`src/sv/zors_pkg.sv`:
```
`timescale 1ns / 1ps
// ----------------------------------------------------------------------------
// zors_pkg
// Shared types and constants for the surface stacking-order list.
// ----------------------------------------------------------------------------
package zors_pkg;

    localparam int ID_W    = 32;
    localparam int RANK_W  = 5;
    localparam int COUNT_W = 5;
    localparam int CMD_W   = 2;

    localparam logic [CMD_W-1:0] CMD_RAISE  = 2'd0;
    localparam logic [CMD_W-1:0] CMD_REMOVE = 2'd1;
    localparam logic [CMD_W-1:0] CMD_QUERY  = 2'd2;

    localparam logic [RANK_W-1:0] RANK_ABSENT = '1;

    // Per-cell control from the sequencer.
    typedef struct packed {
        logic cmp_en;   // capture compare result this cycle
        logic live;     // cell lies below the current count
        logic shift;    // take the entry of the cell above
        logic load;     // take the broadcast identity
        logic clear;    // drop to the cleared identity
    } t_cell_ctl;

    typedef enum logic [1:0] {
        ST_IDLE  = 2'b01,
        ST_APPLY = 2'b10
    } t_state;

endpackage

```
`src/sv/zors_cell.sv`:
```
`timescale 1ns / 1ps
// ----------------------------------------------------------------------------
// zors_cell
// One slot of the stacking list: holds an identity, compares it against the
// broadcast identity, shifts down from its upper neighbor on a delete, and loads or clears.
// ----------------------------------------------------------------------------
module zors_cell (
    input  logic                     i_clk,
    input  zors_pkg::t_cell_ctl      i_ctl,
    input  logic [zors_pkg::ID_W-1:0] i_id,
    input  logic [zors_pkg::ID_W-1:0] i_up_entry,
    output logic [zors_pkg::ID_W-1:0] o_entry,
    output logic                     o_hit
);

    logic [zors_pkg::ID_W-1:0] r_entry;
    logic                      r_hit;

    always_ff @(posedge i_clk) begin
        if (i_ctl.cmp_en) begin
            r_hit <= i_ctl.live && (r_entry == i_id);
        end
        // hold unless told to move
        if (i_ctl.shift) begin
            r_entry <= i_up_entry;
        end else if (i_ctl.load) begin
            r_entry <= i_id;
        end else if (i_ctl.clear) begin
            r_entry <= '0;
        end
    end

    assign o_entry = r_entry;
    assign o_hit   = r_hit;

endmodule

```
`src/sv/zors_rank.sv`:
```
`timescale 1ns / 1ps
// ----------------------------------------------------------------------------
// zors_rank
// Encode the at-most-one-hot match vector of the cell row into a position.
// ----------------------------------------------------------------------------
module zors_rank #(
    parameter int N  = 16,
    parameter int IW = 4
) (
    input  logic [N-1:0]  i_hits,
    output logic          o_found,
    output logic [IW-1:0] o_rank
);

    // Hits are unique, so an OR of the selected indices is the position.
    always_comb begin
        o_rank = '0;
        for (int i = 0; i < N; i++) begin
            if (i_hits[i]) begin
                o_rank = o_rank | IW'(i);
            end
        end
    end

    assign o_found = |i_hits;

endmodule

```
`src/sv/z_order_raise_stack.sv`:
```
`timescale 1ns / 1ps
// ----------------------------------------------------------------------------
// z_order_raise_stack
// Stacking-order list of surface identities with raise, remove and rank query.
// ----------------------------------------------------------------------------
// Each beat is accepted on start while busy is low, and busy then
// stays high for exactly one cycle. In the accept cycle every cell compares
// its identity with i_surface_id and registers the hit; in the following
// cycle the hit position is encoded, the row of cells shifts, loads or clears
// in one step, and the result is registered. o_done rises at the same edge
// at which busy falls and holds the result fields for that one cycle; it
// cannot be stalled: sample it when o_done is high. A new start may be given
// in the same cycle as o_done. The list length is MAX_SURFACES; rank and count
// wrap to their 5-bit fields beyond 16 and 31 entries respectively.
// ----------------------------------------------------------------------------
module z_order_raise_stack #(
    parameter int MAX_SURFACES = 16
) (
    input  logic                                  i_clk,
    input  logic                                  i_rst_n,
    input  logic                                  start,
    output logic                                  busy,
    input  logic [zors_pkg::CMD_W-1:0]            i_cmd,
    input  logic [zors_pkg::ID_W-1:0]             i_surface_id,
    output logic                                  o_done,
    output logic signed [zors_pkg::RANK_W-1:0]    o_rank_before,
    output logic [zors_pkg::COUNT_W-1:0]          o_count_after,
    output logic                                  o_changed
);

    localparam int IW = $clog2(MAX_SURFACES);
    localparam int CW = $clog2(MAX_SURFACES + 1);
    localparam logic [CW-1:0] MAX_CNT = CW'(MAX_SURFACES);

    zors_pkg::t_state          r_state, n_state;
    logic [CW-1:0]             r_count, n_count;
    logic [zors_pkg::CMD_W-1:0] r_cmd;
    logic [zors_pkg::ID_W-1:0] r_id;
    logic                      r_done;
    logic [zors_pkg::RANK_W-1:0]  r_rank_before, n_rank_before;
    logic [zors_pkg::COUNT_W-1:0] r_count_after;
    logic                      r_changed, n_changed;

    logic                      w_accept;
    logic                      w_apply;
    logic [zors_pkg::ID_W-1:0] w_bus_id;
    logic [MAX_SURFACES-1:0]   w_hits;
    logic                      w_found;
    logic [IW-1:0]             w_rank;
    logic [CW-1:0]             w_rank_c;
    logic [CW-1:0]             w_top;

    // Operation decode for the apply cycle.
    logic w_del;       // remove the found entry and close the gap
    logic w_to_top;    // after the delete, write the identity at the new top
    logic w_append;    // absent surface, room left: write above the top
    logic w_zap;       // plain remove: clear the vacated top slot

    logic [zors_pkg::ID_W-1:0] w_entry [MAX_SURFACES];
    zors_pkg::t_cell_ctl       w_ctl   [MAX_SURFACES];

    assign busy     = (r_state == zors_pkg::ST_APPLY);
    assign w_accept = start && !busy;
    assign w_apply  = (r_state == zors_pkg::ST_APPLY);
    assign w_bus_id = w_apply ? r_id : i_surface_id;

    zors_rank #(
        .N  (MAX_SURFACES),
        .IW (IW)
    ) u_rank (
        .i_hits  (w_hits),
        .o_found (w_found),
        .o_rank  (w_rank)
    );

    assign w_rank_c = CW'(w_rank);
    assign w_top    = r_count - CW'(1);

    always_comb begin
        w_del    = 1'b0;
        w_to_top = 1'b0;
        w_append = 1'b0;
        w_zap    = 1'b0;
        case (r_cmd)
            zors_pkg::CMD_REMOVE: begin
                w_del = w_found;
                w_zap = w_found;
            end
            zors_pkg::CMD_RAISE: begin
                // already on top: leave the list alone
                if (w_found && (w_rank_c != w_top)) begin
                    w_del    = 1'b1;
                    w_to_top = 1'b1;
                end else if (!w_found && (r_count < MAX_CNT)) begin
                    w_append = 1'b1;
                end
            end
            default: begin
                // query, and the unused code, leave the list alone
            end
        endcase
    end

    // Row of cells: each takes its upper neighbor's entry on a shift; the last cell's neighbor input is zero.
    for (genvar g = 0; g < MAX_SURFACES; g++) begin : g_cell
        localparam logic [CW-1:0] POS = CW'(g);

        always_comb begin
            w_ctl[g].cmp_en = w_accept;
            w_ctl[g].live   = (POS < r_count);
            w_ctl[g].shift  = w_apply && w_del && (POS >= w_rank_c) && (POS < w_top);
            w_ctl[g].load   = w_apply && ((w_to_top && (POS == w_top)) ||
                                          (w_append && (POS == r_count)));
            w_ctl[g].clear  = w_apply && w_zap && (POS == w_top);
        end

        if (g == MAX_SURFACES - 1) begin : g_last
            zors_cell u_cell (
                .i_clk      (i_clk),
                .i_ctl      (w_ctl[g]),
                .i_id       (w_bus_id),
                .i_up_entry ('0),
                .o_entry    (w_entry[g]),
                .o_hit      (w_hits[g])
            );
        end else begin : g_mid
            zors_cell u_cell (
                .i_clk      (i_clk),
                .i_ctl      (w_ctl[g]),
                .i_id       (w_bus_id),
                .i_up_entry (w_entry[g+1]),
                .o_entry    (w_entry[g]),
                .o_hit      (w_hits[g])
            );
        end
    end

    // Next count and result fields.
    always_comb begin
        n_state       = r_state;
        n_count       = r_count;
        n_rank_before = w_found ? zors_pkg::RANK_W'(w_rank) : zors_pkg::RANK_ABSENT;
        n_changed     = w_del || w_append;
        case (r_state)
            zors_pkg::ST_IDLE: begin
                if (w_accept) begin
                    n_state = zors_pkg::ST_APPLY;
                end
            end
            zors_pkg::ST_APPLY: begin
                n_state = zors_pkg::ST_IDLE;
                if (w_zap) begin
                    n_count = w_top;
                end else if (w_append) begin
                    n_count = r_count + CW'(1);
                end
            end
            default: begin
                n_state = zors_pkg::ST_IDLE;
            end
        endcase
    end

    // Control state.
    always_ff @(posedge i_clk) begin
        if (!i_rst_n) begin
            r_state <= zors_pkg::ST_IDLE;
            r_count <= '0;
            r_done  <= 1'b0;
        end else begin
            r_state <= n_state;
            r_count <= n_count;
            r_done  <= w_apply;
        end
    end

    // Payload: capture the beat, then the result.
    always_ff @(posedge i_clk) begin
        if (w_accept) begin
            r_cmd <= i_cmd;
            r_id  <= i_surface_id;
        end
        if (w_apply) begin
            r_rank_before <= n_rank_before;
            r_count_after <= zors_pkg::COUNT_W'(n_count);
            r_changed     <= n_changed;
        end
    end

    assign o_done        = r_done;
    assign o_rank_before = $signed(r_rank_before);
    assign o_count_after = r_count_after;
    assign o_changed     = r_changed;

`ifndef SYNTHESIS
    // Live identities are unique, so at most one cell can hit.
    a_hits_unique: assert property (@(posedge i_clk) disable iff (!i_rst_n)
        w_apply |-> $onehot0(w_hits))
        else $error("more than one cell matched the identity");

    a_count_bound: assert property (@(posedge i_clk) disable iff (!i_rst_n)
        r_count <= MAX_CNT)
        else $error("list count beyond capacity");

    a_result_follows: assert property (@(posedge i_clk) disable iff (!i_rst_n)
        w_accept |-> ##2 o_done)
        else $error("accepted beat produced no result");

    a_done_from_apply: assert property (@(posedge i_clk) disable iff (!i_rst_n)
        o_done |-> !busy && (r_state == zors_pkg::ST_IDLE))
        else $error("result strobe while still applying");
`endif

endmodule

```
`config.mk`:
```
export PLATFORM = sky130hd
export DESIGN_NAME = z_order_raise_stack
export DESIGN_NICKNAME = d
export VERILOG_FILES = /design/src/sv/zors_pkg.sv /design/src/sv/zors_cell.sv /design/src/sv/zors_rank.sv /design/src/sv/z_order_raise_stack.sv
export SDC_FILE = /design/constraint.sdc
export NUM_CORES = 1
export LEC_CHECK = 0
export BUFFER_PORTS_ARGS = -buffer_cell sky130_fd_sc_hd__buf_2
export CAP_MARGIN = 20
export CORE_ASPECT_RATIO = 0.8
export CORE_MARGIN = 4
export CORE_UTILIZATION = 30
export DETAILED_ROUTE_END_ITERATION = 8
export PLACE_DENSITY = 0.52
export SLEW_MARGIN = 10
export SYNTH_ARGS = -nofsm -noshare
export SYNTH_HDL_FRONTEND = slang
export SYNTH_SLANG_ARGS = --single-unit
```
`constraint.sdc`:
```
create_clock -name i_clk -period 11.72 [get_ports i_clk]
set_clock_uncertainty 0.15 [all_clocks]
set_input_delay 1.172 -clock i_clk [delete_from_list [all_inputs] [get_ports i_clk]]
set_output_delay 1.172 -clock i_clk [all_outputs]
set_load 0.03 [all_outputs]
```
Yosys cells after proc, flatten, opt, wreduce, memory -nomap -nowiden
Cells that the tools add are included.
{"block": "word_totals", "regBits": 581, "latchBits": 0, "mem_bits_rw": 0, "romBits": 0, "input_bits": 37, "output_inout_bits": 13, "wordCells": 373, "n_memories": 0}
{"block": "classes", "n_addsub": 2, "mul": 0, "div": 0, "order_cmp": 49, "n_eq_ne": 50, "shifts": 0, "mux": 74, "bitwise": 0, "n_reduce_logical": 157}
{"cell": "$mux W32", "n": 48}
{"cell": "$eq A32 B32 Y1", "n": 16}
{"cell": "$logic_and A1 B1 Y1", "n": 117}
{"cell": "$eq A4 B5 Y1 const A", "n": 16}
{"cell": "$lt A4 B5 Y1 const A", "n": 16}
{"cell": "$reduce_bool A3 Y1", "n": 15}
{"cell": "$eq A3 B5 Y1 const A", "n": 8}
{"cell": "$lt A3 B5 Y1 const A", "n": 8}
{"cell": "$ge A4 B4 Y1 const A", "n": 8}
{"cell": "$mux W4", "n": 8}
{"cell": "$eq A2 B5 Y1 const A", "n": 4}
{"cell": "$lt A1 B5 Y1 const A", "n": 4}
{"cell": "$lt A2 B5 Y1 const A", "n": 4}
{"cell": "$mux W5", "n": 4}
{"cell": "$logic_or A1 B1 Y1", "n": 17}
{"cell": "$ge A3 B4 Y1 const A", "n": 4}
{"cell": "$reduce_or A16 Y1", "n": 1}
{"cell": "$mux W3", "n": 4}
{"cell": "$eq A1 B5 Y1 const A", "n": 2}
{"cell": "$logic_not A5 Y1", "n": 2}
{"cell": "$ge A1 B4 Y1 const A", "n": 2}
{"cell": "$ge A2 B4 Y1 const A", "n": 2}
{"cell": "$mux W1", "n": 7}
{"cell": "$add A5 B1 Y5 const B", "n": 1}
{"cell": "11 further kinds", "n": 14}

Depth between registers and ports, before layout
Gate-level depths: netlist of the first run.
{"block": "depth", "depth_word": 24, "ltp_mapped": 14, "depth_no_buf": 9}

Hierarchy
A second synthesis of the first run with hierarchy kept.
{"block": "hier_totals", "cells_unflattened": 2325, "hier_area_um2": 30209.0}
{"module": "zors_cell", "n_inst": 16, "cells_per_inst": 120, "area_per_inst_um2": 1675.4, "seq_area_each_um2": 991.0}
{"module": "z_order_raise_stack", "n_inst": 1, "cells_per_inst": 392, "area_per_inst_um2": 3325.7, "seq_area_each_um2": 1511.4}
{"module": "zors_rank", "n_inst": 1, "cells_per_inst": 13, "area_per_inst_um2": 77.6, "seq_area_each_um2": 0.0}

Worst setup path after synthesis of the first run
No wires, ideal clock.
{"block": "synth_path", "path_kind": "reg-to-reg", "start": "reg r_count[1]", "end": "reg g_cell[8].g_mid.u_cell.r_entry (netlist bit g_cell[8].g_mid.u_cell.o_entry[0]) (enable)", "setup_time_ns": 0.533, "t_arrival_ns": 5.950, "t_required_ns": 11.037, "path_slack_ns": 5.087, "stages_incl_launch_ff": 11, "path_buffers": 3, "period_less_slack_ns": 6.633, "cell_sequence": "dfxtp_1 -> clkbuf_1 -> inv_1 -> ha_1 -> buf_2 -> nor3b_2 -> xnor2_1 -> or4_1 -> buf_2 -> o21ai_2 -> o311ai_0"}
{"block": "synth_between", "elab_chain_len": 9, "elab_cells_between_ends": 23, "classes_between": "add/sub: 1; order compare: 2; eq/ne: 3; mux: 6; reduce/logical: 11"}
{"element": "start: declaration", "line": "z_order_raise_stack.sv:36", "rtl": "logic [CW-1:0] r_count, n_count;"}
{"element": "start signal: assignment", "line": "z_order_raise_stack.sv:172", "rtl": "r_count <= n_count;"}
{"element": "$sub A5 B1 Y5 / $lt A5 B5 Y1 (equally long branches)", "line": "z_order_raise_stack.sv:77, z_order_raise_stack.sv:94"}
{"element": "$ne A4 B5 Y1 / $logic_and A1 B1 Y1 (equally long branches)", "line": "z_order_raise_stack.sv:91, z_order_raise_stack.sv:94"}
{"element": "$logic_and A1 B1 Y1 / $mux W1 (equally long branches)", "line": "z_order_raise_stack.sv:91, z_order_raise_stack.sv:94"}
{"element": "$mux W1", "line": "z_order_raise_stack.sv:91", "rtl": "if (w_found && (w_rank_c != w_top)) begin"}
{"element": "$pmux W1 S2 / $mux W1 (equally long branches)", "line": "z_order_raise_stack.sv:84", "rtl": "case (r_cmd)"}
{"element": "$logic_and A1 B1 Y1, on equally long branches", "line": "z_order_raise_stack.sv:111, z_order_raise_stack.sv:112, z_order_raise_stack.sv:113"}
{"element": "$logic_and A1 B1 Y1 / $logic_or A1 B1 Y1 (equally long branches)", "line": "z_order_raise_stack.sv:111, z_order_raise_stack.sv:112"}
{"element": "$logic_and A1 B1 Y1, on equally long branches", "line": "z_order_raise_stack.sv:111, z_order_raise_stack.sv:112"}
{"element": "$reduce_bool A3 Y1 (no source line) *"}
{"element": "end signal: assignment", "line": "zors_cell.sv:25", "rtl": "r_entry <= i_up_entry;"}
{"element": "end signal: assignment", "line": "zors_cell.sv:27", "rtl": "r_entry <= i_id;"}
{"element": "end: declaration", "line": "zors_cell.sv:16", "rtl": "logic [zors_pkg::ID_W-1:0] r_entry;"}
Mark *: on every way between the ends. The rest lies on a longest branch, timed or not.
A chain may end at the register's enable or synchronous reset.

Final worst setup path of the first run
{"block": "layout_path", "start": "reg r_count[1]", "end": "reg g_cell[10].g_mid.u_cell.r_entry (netlist bit g_cell[10].g_mid.u_cell.o_entry[31]) (enable)"}
{"block": "layout_between", "elab_chain_len": 9, "elab_cells_between_ends": 23, "classes_between": "add/sub: 1; order compare: 2; eq/ne: 3; mux: 6; reduce/logical: 11"}
{"element": "$sub A5 B1 Y5 / $lt A5 B5 Y1 (equally long branches)", "line": "z_order_raise_stack.sv:77, z_order_raise_stack.sv:94"}
{"element": "$ne A4 B5 Y1 / $logic_and A1 B1 Y1 (equally long branches)", "line": "z_order_raise_stack.sv:91, z_order_raise_stack.sv:94"}
{"element": "$logic_and A1 B1 Y1 / $mux W1 (equally long branches)", "line": "z_order_raise_stack.sv:91, z_order_raise_stack.sv:94"}
{"element": "$mux W1", "line": "z_order_raise_stack.sv:91"}
{"element": "$pmux W1 S2 / $mux W1 (equally long branches)", "line": "z_order_raise_stack.sv:84"}
{"element": "$logic_and A1 B1 Y1, on equally long branches", "line": "z_order_raise_stack.sv:111, z_order_raise_stack.sv:112, z_order_raise_stack.sv:113"}
{"element": "$logic_and A1 B1 Y1 / $logic_or A1 B1 Y1 (equally long branches)", "line": "z_order_raise_stack.sv:111, z_order_raise_stack.sv:112"}
{"element": "$logic_and A1 B1 Y1, on equally long branches", "line": "z_order_raise_stack.sv:111, z_order_raise_stack.sv:112"}
{"element": "$reduce_bool A3 Y1 (no source line) *"}
{"element": "end signal: assignment", "line": "zors_cell.sv:25"}
{"element": "end signal: assignment", "line": "zors_cell.sv:27"}
{"element": "end: declaration", "line": "zors_cell.sv:16"}
Marked as above.

==> results of run 1 <==
[logic make-up (layout without fill, tap and decap cells)]
| kind of cell | Yosys count | count (layout) | synth area share (%) |
|---|---|---|---|
| multiplexers | 33 | 33 | 1.03 |
| AND/OR/NAND/NOR | 841 | 841 | 12.2 |
| buffers and inverters | 289 | 287 | 3.90 |
| other | 0 | 2 | 0 |
| XOR/XNOR | 522 | 522 | 14.3 |
| AO/OA/AOI/OAI | 611 | 611 | 15.1 |
| flip-flops | 581 | 581 | 53.2 |
| adder cells (fa/ha/maj) | 6 | 6 | 0.234 |
[registers in the layout, indices dropped and copies added (netlist names)]
register / flops
r_state: 2
g_cell.g_mid.u_cell.o_entry: 480
o_done: 1
g_cell.g_last.u_cell.o_entry: 32
r_cmd: 2
o_rank_before: 5
o_count_after: 5
g_cell.g_last.u_cell.o_hit: 1
r_id: 32
o_changed: 1
r_count: 5
g_cell.g_mid.u_cell.o_hit: 15
[per-stage QoR]
stage | hold WS, ns | area (µm²) | utilization (%)
floorplan | 0.260 | 32000 | -
global placement | 0.284 | 34300 | 32.6
detailed placement | 0.287 | 34300 | 32.6
CTS | 0.306 | 36300 | 34.5
global route | 0.313 | 36300 | 34.5
finish | 0.316 | 36300 | 34.5
[area by class of cell]
| cell class | count | share of cell area [%] |
|---|---|---|
| tap | 1404 | 4.84 |
| multi-input combinational | 2013 | 39.5 |
| timing repair buffer | 167 | 3.20 |
| clock inverter | 32 | 0.979 |
| antenna | 2 | 0.0138 |
| sequential | 581 | 47.0 |
| clock buffer | 77 | 4.33 |
| inverter | 11 | 0.114 |
[path summary, 6_finish.rpt]
| kind | start | endpoint | slack [ns] | depth (start not counted) |
|---|---|---|---|---|
| worst max-delay path | r_count[1]$_SDFF_PN0_ | g_cell[10].g_mid.u_cell.o_entry[31]$_DFFE_PP_ | 6.06 | 11 |
| worst min register to register | r_state[0]$_SDFFE_PN1P_ | r_state[0]$_SDFFE_PN1P_ | 0.32 | 1 |
| worst max register to register | r_count[1]$_SDFF_PN0_ | g_cell[10].g_mid.u_cell.o_entry[31]$_DFFE_PP_ | 6.06 | 11 |
| worst min-delay path | r_state[0]$_SDFFE_PN1P_ | r_state[0]$_SDFFE_PN1P_ | 0.32 | 1 |
[Yosys cell counts, types with 7 or more instances]
master       n  share of area (%)
nor2_1     124                1.5
dfxtp_1     40                2.5
nor4_1      74                1.4
buf_1       27               0.32
edfxtp_1   541                 51
xor2_1     325                8.9
mux2i_1     33                1.0
o21ai_1     10               0.16
a211oi_1   103                2.4
a22o_1      33               0.90
o41ai_1     93                2.5
o41ai_2     32                1.6
a21o_1      16               0.37
o31ai_1     69                1.6
and3_1       8               0.16
clkbuf_1   151                1.8
and2_1      15               0.29
a21oi_1     14               0.22
nor3_1      31               0.48
nand3_1     54               0.84
nand4_1     95                1.9
a221o_1     34                1.1
buf_2       93                1.5
o21ai_0    127                2.0
nand2_1    402                4.7
inv_1        9               0.11
xnor2_1    196                5.4
or4_1        7               0.16
o2bb2ai_1   32               0.87
[routing by layer]
| layer | global-route usage, % | share of wire [%] |
|---|---|---|
| met1 | 30.4 | 44 |
| met2 | 30.7 | 43 |
| met3 | 5.23 | 9.8 |
| met4 | 6.36 | 3.3 |
| met5 | 0 | 0 |
[worst register-to-register path, delay by kind of cell, from the launching register on]
family	cells	cell delay (ns)
AO/OA/AOI/OAI	2	0.52
XOR/XNOR	1	0.27
adder cells (fa/ha/maj)	1	0.48
buffers and inverters	4	1.89
flip-flops	1	0.81
AND/OR/NAND/NOR	3	1.25
[power by group through the flow]
stage                     sequential, µW  clock (µW)  combinational [µW]
after CTS                           2360        2000                 594
after detailed placement            2400           0                 592
after global placement              2400           0                 593
final                               2370        1970                 610
after floorplan                     2360           0                 372
after global routing                2370        2090                 643
==> impl_metrics.json, run 1 <==
{
  "status": "complete, no violations",
  "internal_power_uw": 3540,
  "drive_gt1_share_pct": 12.7,
  "setup_viol": 0,
  "worstPathCellList": "inv_1 > ha_1 > xor2_2 > and3_1 > a211o_1 > nor4_4 > buf_4 > a2111oi_2 > buf_4 > or3_1 > buf_4",
  "cts_resized": 0,
  "synth_nets": 2926,
  "cts_sinks": 581,
  "synth_edf_count": 541,
  "drc": 0,
  "sequentialPowerShare_pct": 47.9,
  "cap_violations": 0,
  "grt_antenna_before_repair": 3,
  "drt_iter0_drc": 3032,
  "post_cts_buffers": 0,
  "fin_crit_ns": 5.66,
  "final_cells": 4287,
  "postSynthAreaPerCell_um2": 11.1,
  "area_delta_synth_final_pct": 13.3,
  "first_pass_iters": 5,
  "final_cell_mix": "edfxtp_1, nand2_1, xor2_1",
  "layout_setup_ws_ns": 6.06,
  "max_stage_delay_ns": 0.95,
  "worstPathRequired_ns": 11.93,
  "die_y_um": 300,
  "synth_flop_cell": "edfxtp_1",
  "crit_family": "buffers and inverters",
  "cp_max_fo": 90,
  "worst_slew_margin_rel_pct": 22.2,
  "finalPower_uw": 4940,
  "clock-root-buffer": "clkbuf_16",
  "min_path_type": "flip-flop to flip-flop",
  "tightest_slew_ns": 1.17,
  "startpoint_type": "flip-flop",
  "max-clock-path-buffers": 3,
  "core_um2": 105000,
  "syn_inst": 2883,
  "routabilityCongestion": 0.972,
  "synthesis.area_um2": 32000,
  "mostFrequentLayoutCell": "edfxtp_1",
  "dp_slack_ns": 6.18,
  "worst_ir_drop_vdd_v": 0.000108,
  "finalSetupTns_ns": 0,
  "p_sw_share_pct": 28.5,
  "power_leakage_uw": 0.0116,
  "p_clk_share_pct": 39.8,
  "cts_tree": "yes",
  "clk_pin_slew_ns": 0.07,
  "holdBufCountCts": 0,
  "placedCellCount": 4174,
  "crit_path_end_kind": "flip-flop",
  "rows": 106,
  "cp.arrival_ns": 5.87,
  "ioPinCount": 50,
  "die_area_um2": 112000,
  "drt_wl_total_mm": 122,
  "max_clock_freq_mhz": 177,
  "ant_nets": 0,
  "grt_pass1_wl_mm": 174,
  "ctsHtreeMaxLevel": 2,
  "route.vias.total": 24400,
  "dpl.hpwl_mm": 83.6,
  "worst_path_max_delay_cell": "buf_4",
  "rsz0062_at_grt": "no",
  "cpMostUsedCell": "buf_4",
  "grt_max_degree": 91,
  "criticalPathCategory": "flip-flop to flip-flop",
  "yosysSeqAreaShare_pct": 53.2,
  "multi_input_area_um2": 14400,
  "grt_overflow": 0,
  "n_fill_cell": 10500,
  "powerDensity_nw_per_um2": 136,
  "wl_per_cell_um": 28.4,
  "clkLatencyLatePin_ns": 0.67,
  "layout.nets": 2875,
  "min_period_over_period_pct": 48.3,
  "grt_pass1_vias": 23400,
  "hold_viol": 0,
  "p_switching_uw": 1410,
  "ys_ff_latch": 581,
  "yosys_warnings": 0,
  "viasPerCell": 5.69,
  "die_x_um": 373,
  "drv_slew": 0,
  "ys_types": 74,
  "port_buffers": 49,
  "cts_made_buffers": 58,
  "cp_num_buf_inv": 4,
  "async_flop_share_pct": 0,
  "seqCellArea_um2": 17000,
  "combPwrFrac_pct": 12.3,
  "initial_utilization_pct": 30.5,
  "gr-usage-all-layers_pct": 21.0
}
(Power assumes the default switching activity.)
==> run 2: changes to the inputs <==
- PLACE_DENSITY: 0.52 -> 0.54
- clock period: 11.72 -> 4.7 ns (I/O delays scaled with it)
==> run 2 against run 1 <==
Net effect: via count is 0.25% higher; hold slack got worse by 0.18 ns; core utilization is 1.2 points higher; sequential power grew 150%; sequential share of layout area shrank 1.6 points; sequential cell count did not move; highest routed layer unchanged; global-route usage is 0.60 points lower; critical path type unchanged; die area did not move; first-iteration DRC count rose by 5.7%; power rose to 2.5 times the previous value.
==> impl_metrics.json, run 2 (synthesis gave the netlist of run 1 again) <==
{
  "stdcell_area_um2": 37600,
  "r2r-start": "r_count[1]$_SDFF_PN0_",
  "core_um2": 105000,
  "max_clock_freq_mhz": 234,
  "port_buffers": 49,
  "worstPathRequired_ns": 4.85,
  "die_y_um": 300,
  "layout_setup_ws_ns": 0.428,
  "wl_per_cell_um": 26.8,
  "clkLatencyLatePin_ns": 0.65,
  "dpl.hpwl_mm": 87.4,
  "rows": 106,
  "sequentialPowerShare_pct": 47.1,
  "rr_worst_depth": 11,
  "drive_gt1_share_pct": 15.1,
  "drc": 0,
  "ctsHtreeMaxLevel": 2,
  "min_period_over_period_pct": 90.9,
  "largest_register_ffs": 480,
  "ioPinCount": 50,
  "drt_iter0_drc": 3204,
  "drv_slew": 0,
  "post-route-util_pct": 35.7,
  "holdPathStages": 2,
  "place_area_um2": 35200,
  "grt_overflow": 0,
  "mostFrequentLayoutCell": "edfxtp_1",
  "finalPower_uw": 12400,
  "first_pass_iters": 5,
  "cap_violations": 0,
  "cp_max_fo": 32,
  "p_switching_uw": 3520,
  "finalSetupTns_ns": 0,
  "routabilityCongestion": 0.967,
  "cp.arrival_ns": 4.42,
  "hold_viol": 0,
  "p_sw_share_pct": 28.3,
  "area_delta_synth_final_pct": 17.2,
  "p_clk_share_pct": 39.2,
  "n_fill_cell": 10500,
  "clk_pin_slew_ns": 0.07,
  "clock-root-buffer": "clkbuf_16",
  "grt_antenna_before_repair": 3,
  "power_leakage_uw": 0.0123,
  "dp_slack_ns": 0.629,
  "grt_pass1_wl_mm": 168,
  "final_cell_mix": "edfxtp_1, nand2_1, xor2_1",
  "rsz0062_at_grt": "no",
  "min_path_type": "input pin to flip-flop",
  "status": "complete, no violations",
  "hold_end": "r_state[0]$_SDFFE_PN1P_",
  "gr-usage-all-layers_pct": 20.4,
  "grt_pass1_vias": 23000,
  "combPwrFrac_pct": 13.7,
  "viasPerCell": 5.54,
  "holdCritStartpoint": "i_rst_n",
  "cts_made_buffers": 60,
  "crit_path_end_kind": "flip-flop",
  "startpoint_type": "flip-flop",
  "powerDensity_nw_per_um2": 331,
  "drt_wl_total_mm": 118,
  "cts_tree": "yes",
  "setup_viol": 0,
  "internal_power_uw": 8920,
  "tightest_slew_ns": 1.15,
  "reg2reg_slack_ns": 0.43,
  "criticalPathCategory": "flip-flop to flip-flop",
  "grt_max_degree": 81,
  "cts_sinks": 581,
  "ant_nets": 0,
  "max-clock-path-buffers": 3,
  "post_cts_buffers": 0,
  "initial_utilization_pct": 30.5,
  "die_x_um": 373,
  "worst_slew_margin_rel_pct": 23.2,
  "fin_crit_ns": 4.27,
  "holdBufCountCts": 35,
  "layout.nets": 2999,
  "route.vias.total": 24500,
  "worstReg2RegEnd": "g_cell[5].g_mid.u_cell.o_entry[28]$_DFFE_PP_",
  "cts_resized": 0,
  "die_area_um2": 112000,
  "worst_ir_drop_vdd_v": 0.000273
}
run 2: worst max path at each step:
stage	slack (ns)	start	cells past startpoint	endpoint
after CTS	0.62	r_state[0]$_SDFFE_PN1P_	10	g_cell[11].g_mid.u_cell.o_hit$_DFFE_PP_
final	0.43	r_count[1]$_SDFF_PN0_	11	g_cell[5].g_mid.u_cell.o_entry[28]$_DFFE_PP_
after floorplan	-0.38	r_count[1]$_SDFF_PN0_	10	g_cell[2].g_mid.u_cell.o_entry[0]$_DFFE_PP_
after global routing	0.39	r_count[1]$_SDFF_PN0_	11	g_cell[5].g_mid.u_cell.o_entry[28]$_DFFE_PP_
after global placement	0.09	r_state[0]$_SDFFE_PN1P_	8	g_cell[13].g_mid.u_cell.o_hit$_DFFE_PP_
after detailed placement	0.63	r_state[0]$_SDFFE_PN1P_	10	g_cell[14].g_mid.u_cell.o_hit$_DFFE_PP_
run 2: metrics by stage:
| stage | hold WS (ns) | instances |
|---|---|---|
| 2_1_floorplan | 0.260 | 2883 |
| 3_5_place_dp | 0.284 | 4262 |
| 4_1_cts | 0.101 | 4411 |
| 3_3_place_gp | 0.280 | 4261 |
| 5_1_grt | 0.116 | 4412 |
| 6_report | 0.136 | 4414 |
run 2: layout make-up:
type	count	area, µm²	share of cell area (%)
multi-input cells	2013	14400	38.3
clock buffers	95	1730	4.61
inverters	11	41.3	0.110
repair buffers	289	2380	6.35
well taps	1404	1760	4.68
clock inverters	19	223	0.593
flip-flops and latches	581	17000	45.4
diodes	2	5.00	0.0133
run 2: power groups by stage:
stage                     sequential (µW)  combinational, µW  clock, µW
after floorplan                      5870                929          0
after global placement               5950               1630          0
after detailed placement             5950               1630          0
after CTS                            5840               1660       4950
after global routing                 5860               1780       5170
final                                5860               1700       4880
run 2: routing by layer:
layer	vias to the layer above	track usage [%]	wire length (µm)
met4	0	5.93	3490
met5	-	0	0
met2	1220	28.9	48800
met1	12100	30.0	53900
li1	10900	-	-
met3	157	5.75	12300
run 2: worst max-delay path, cell delays in order, from the launching register on:
cell      delay, ns
dfxtp_1        0.32
inv_1          0.16
ha_1           0.37
buf_4          0.23
nor3b_2        0.29
nand3_1        0.30
o311ai_2       0.42
nand3_1        0.29
o21ai_0        0.58
nand2_1        0.27
nand2_1        0.13
buf_4          0.38
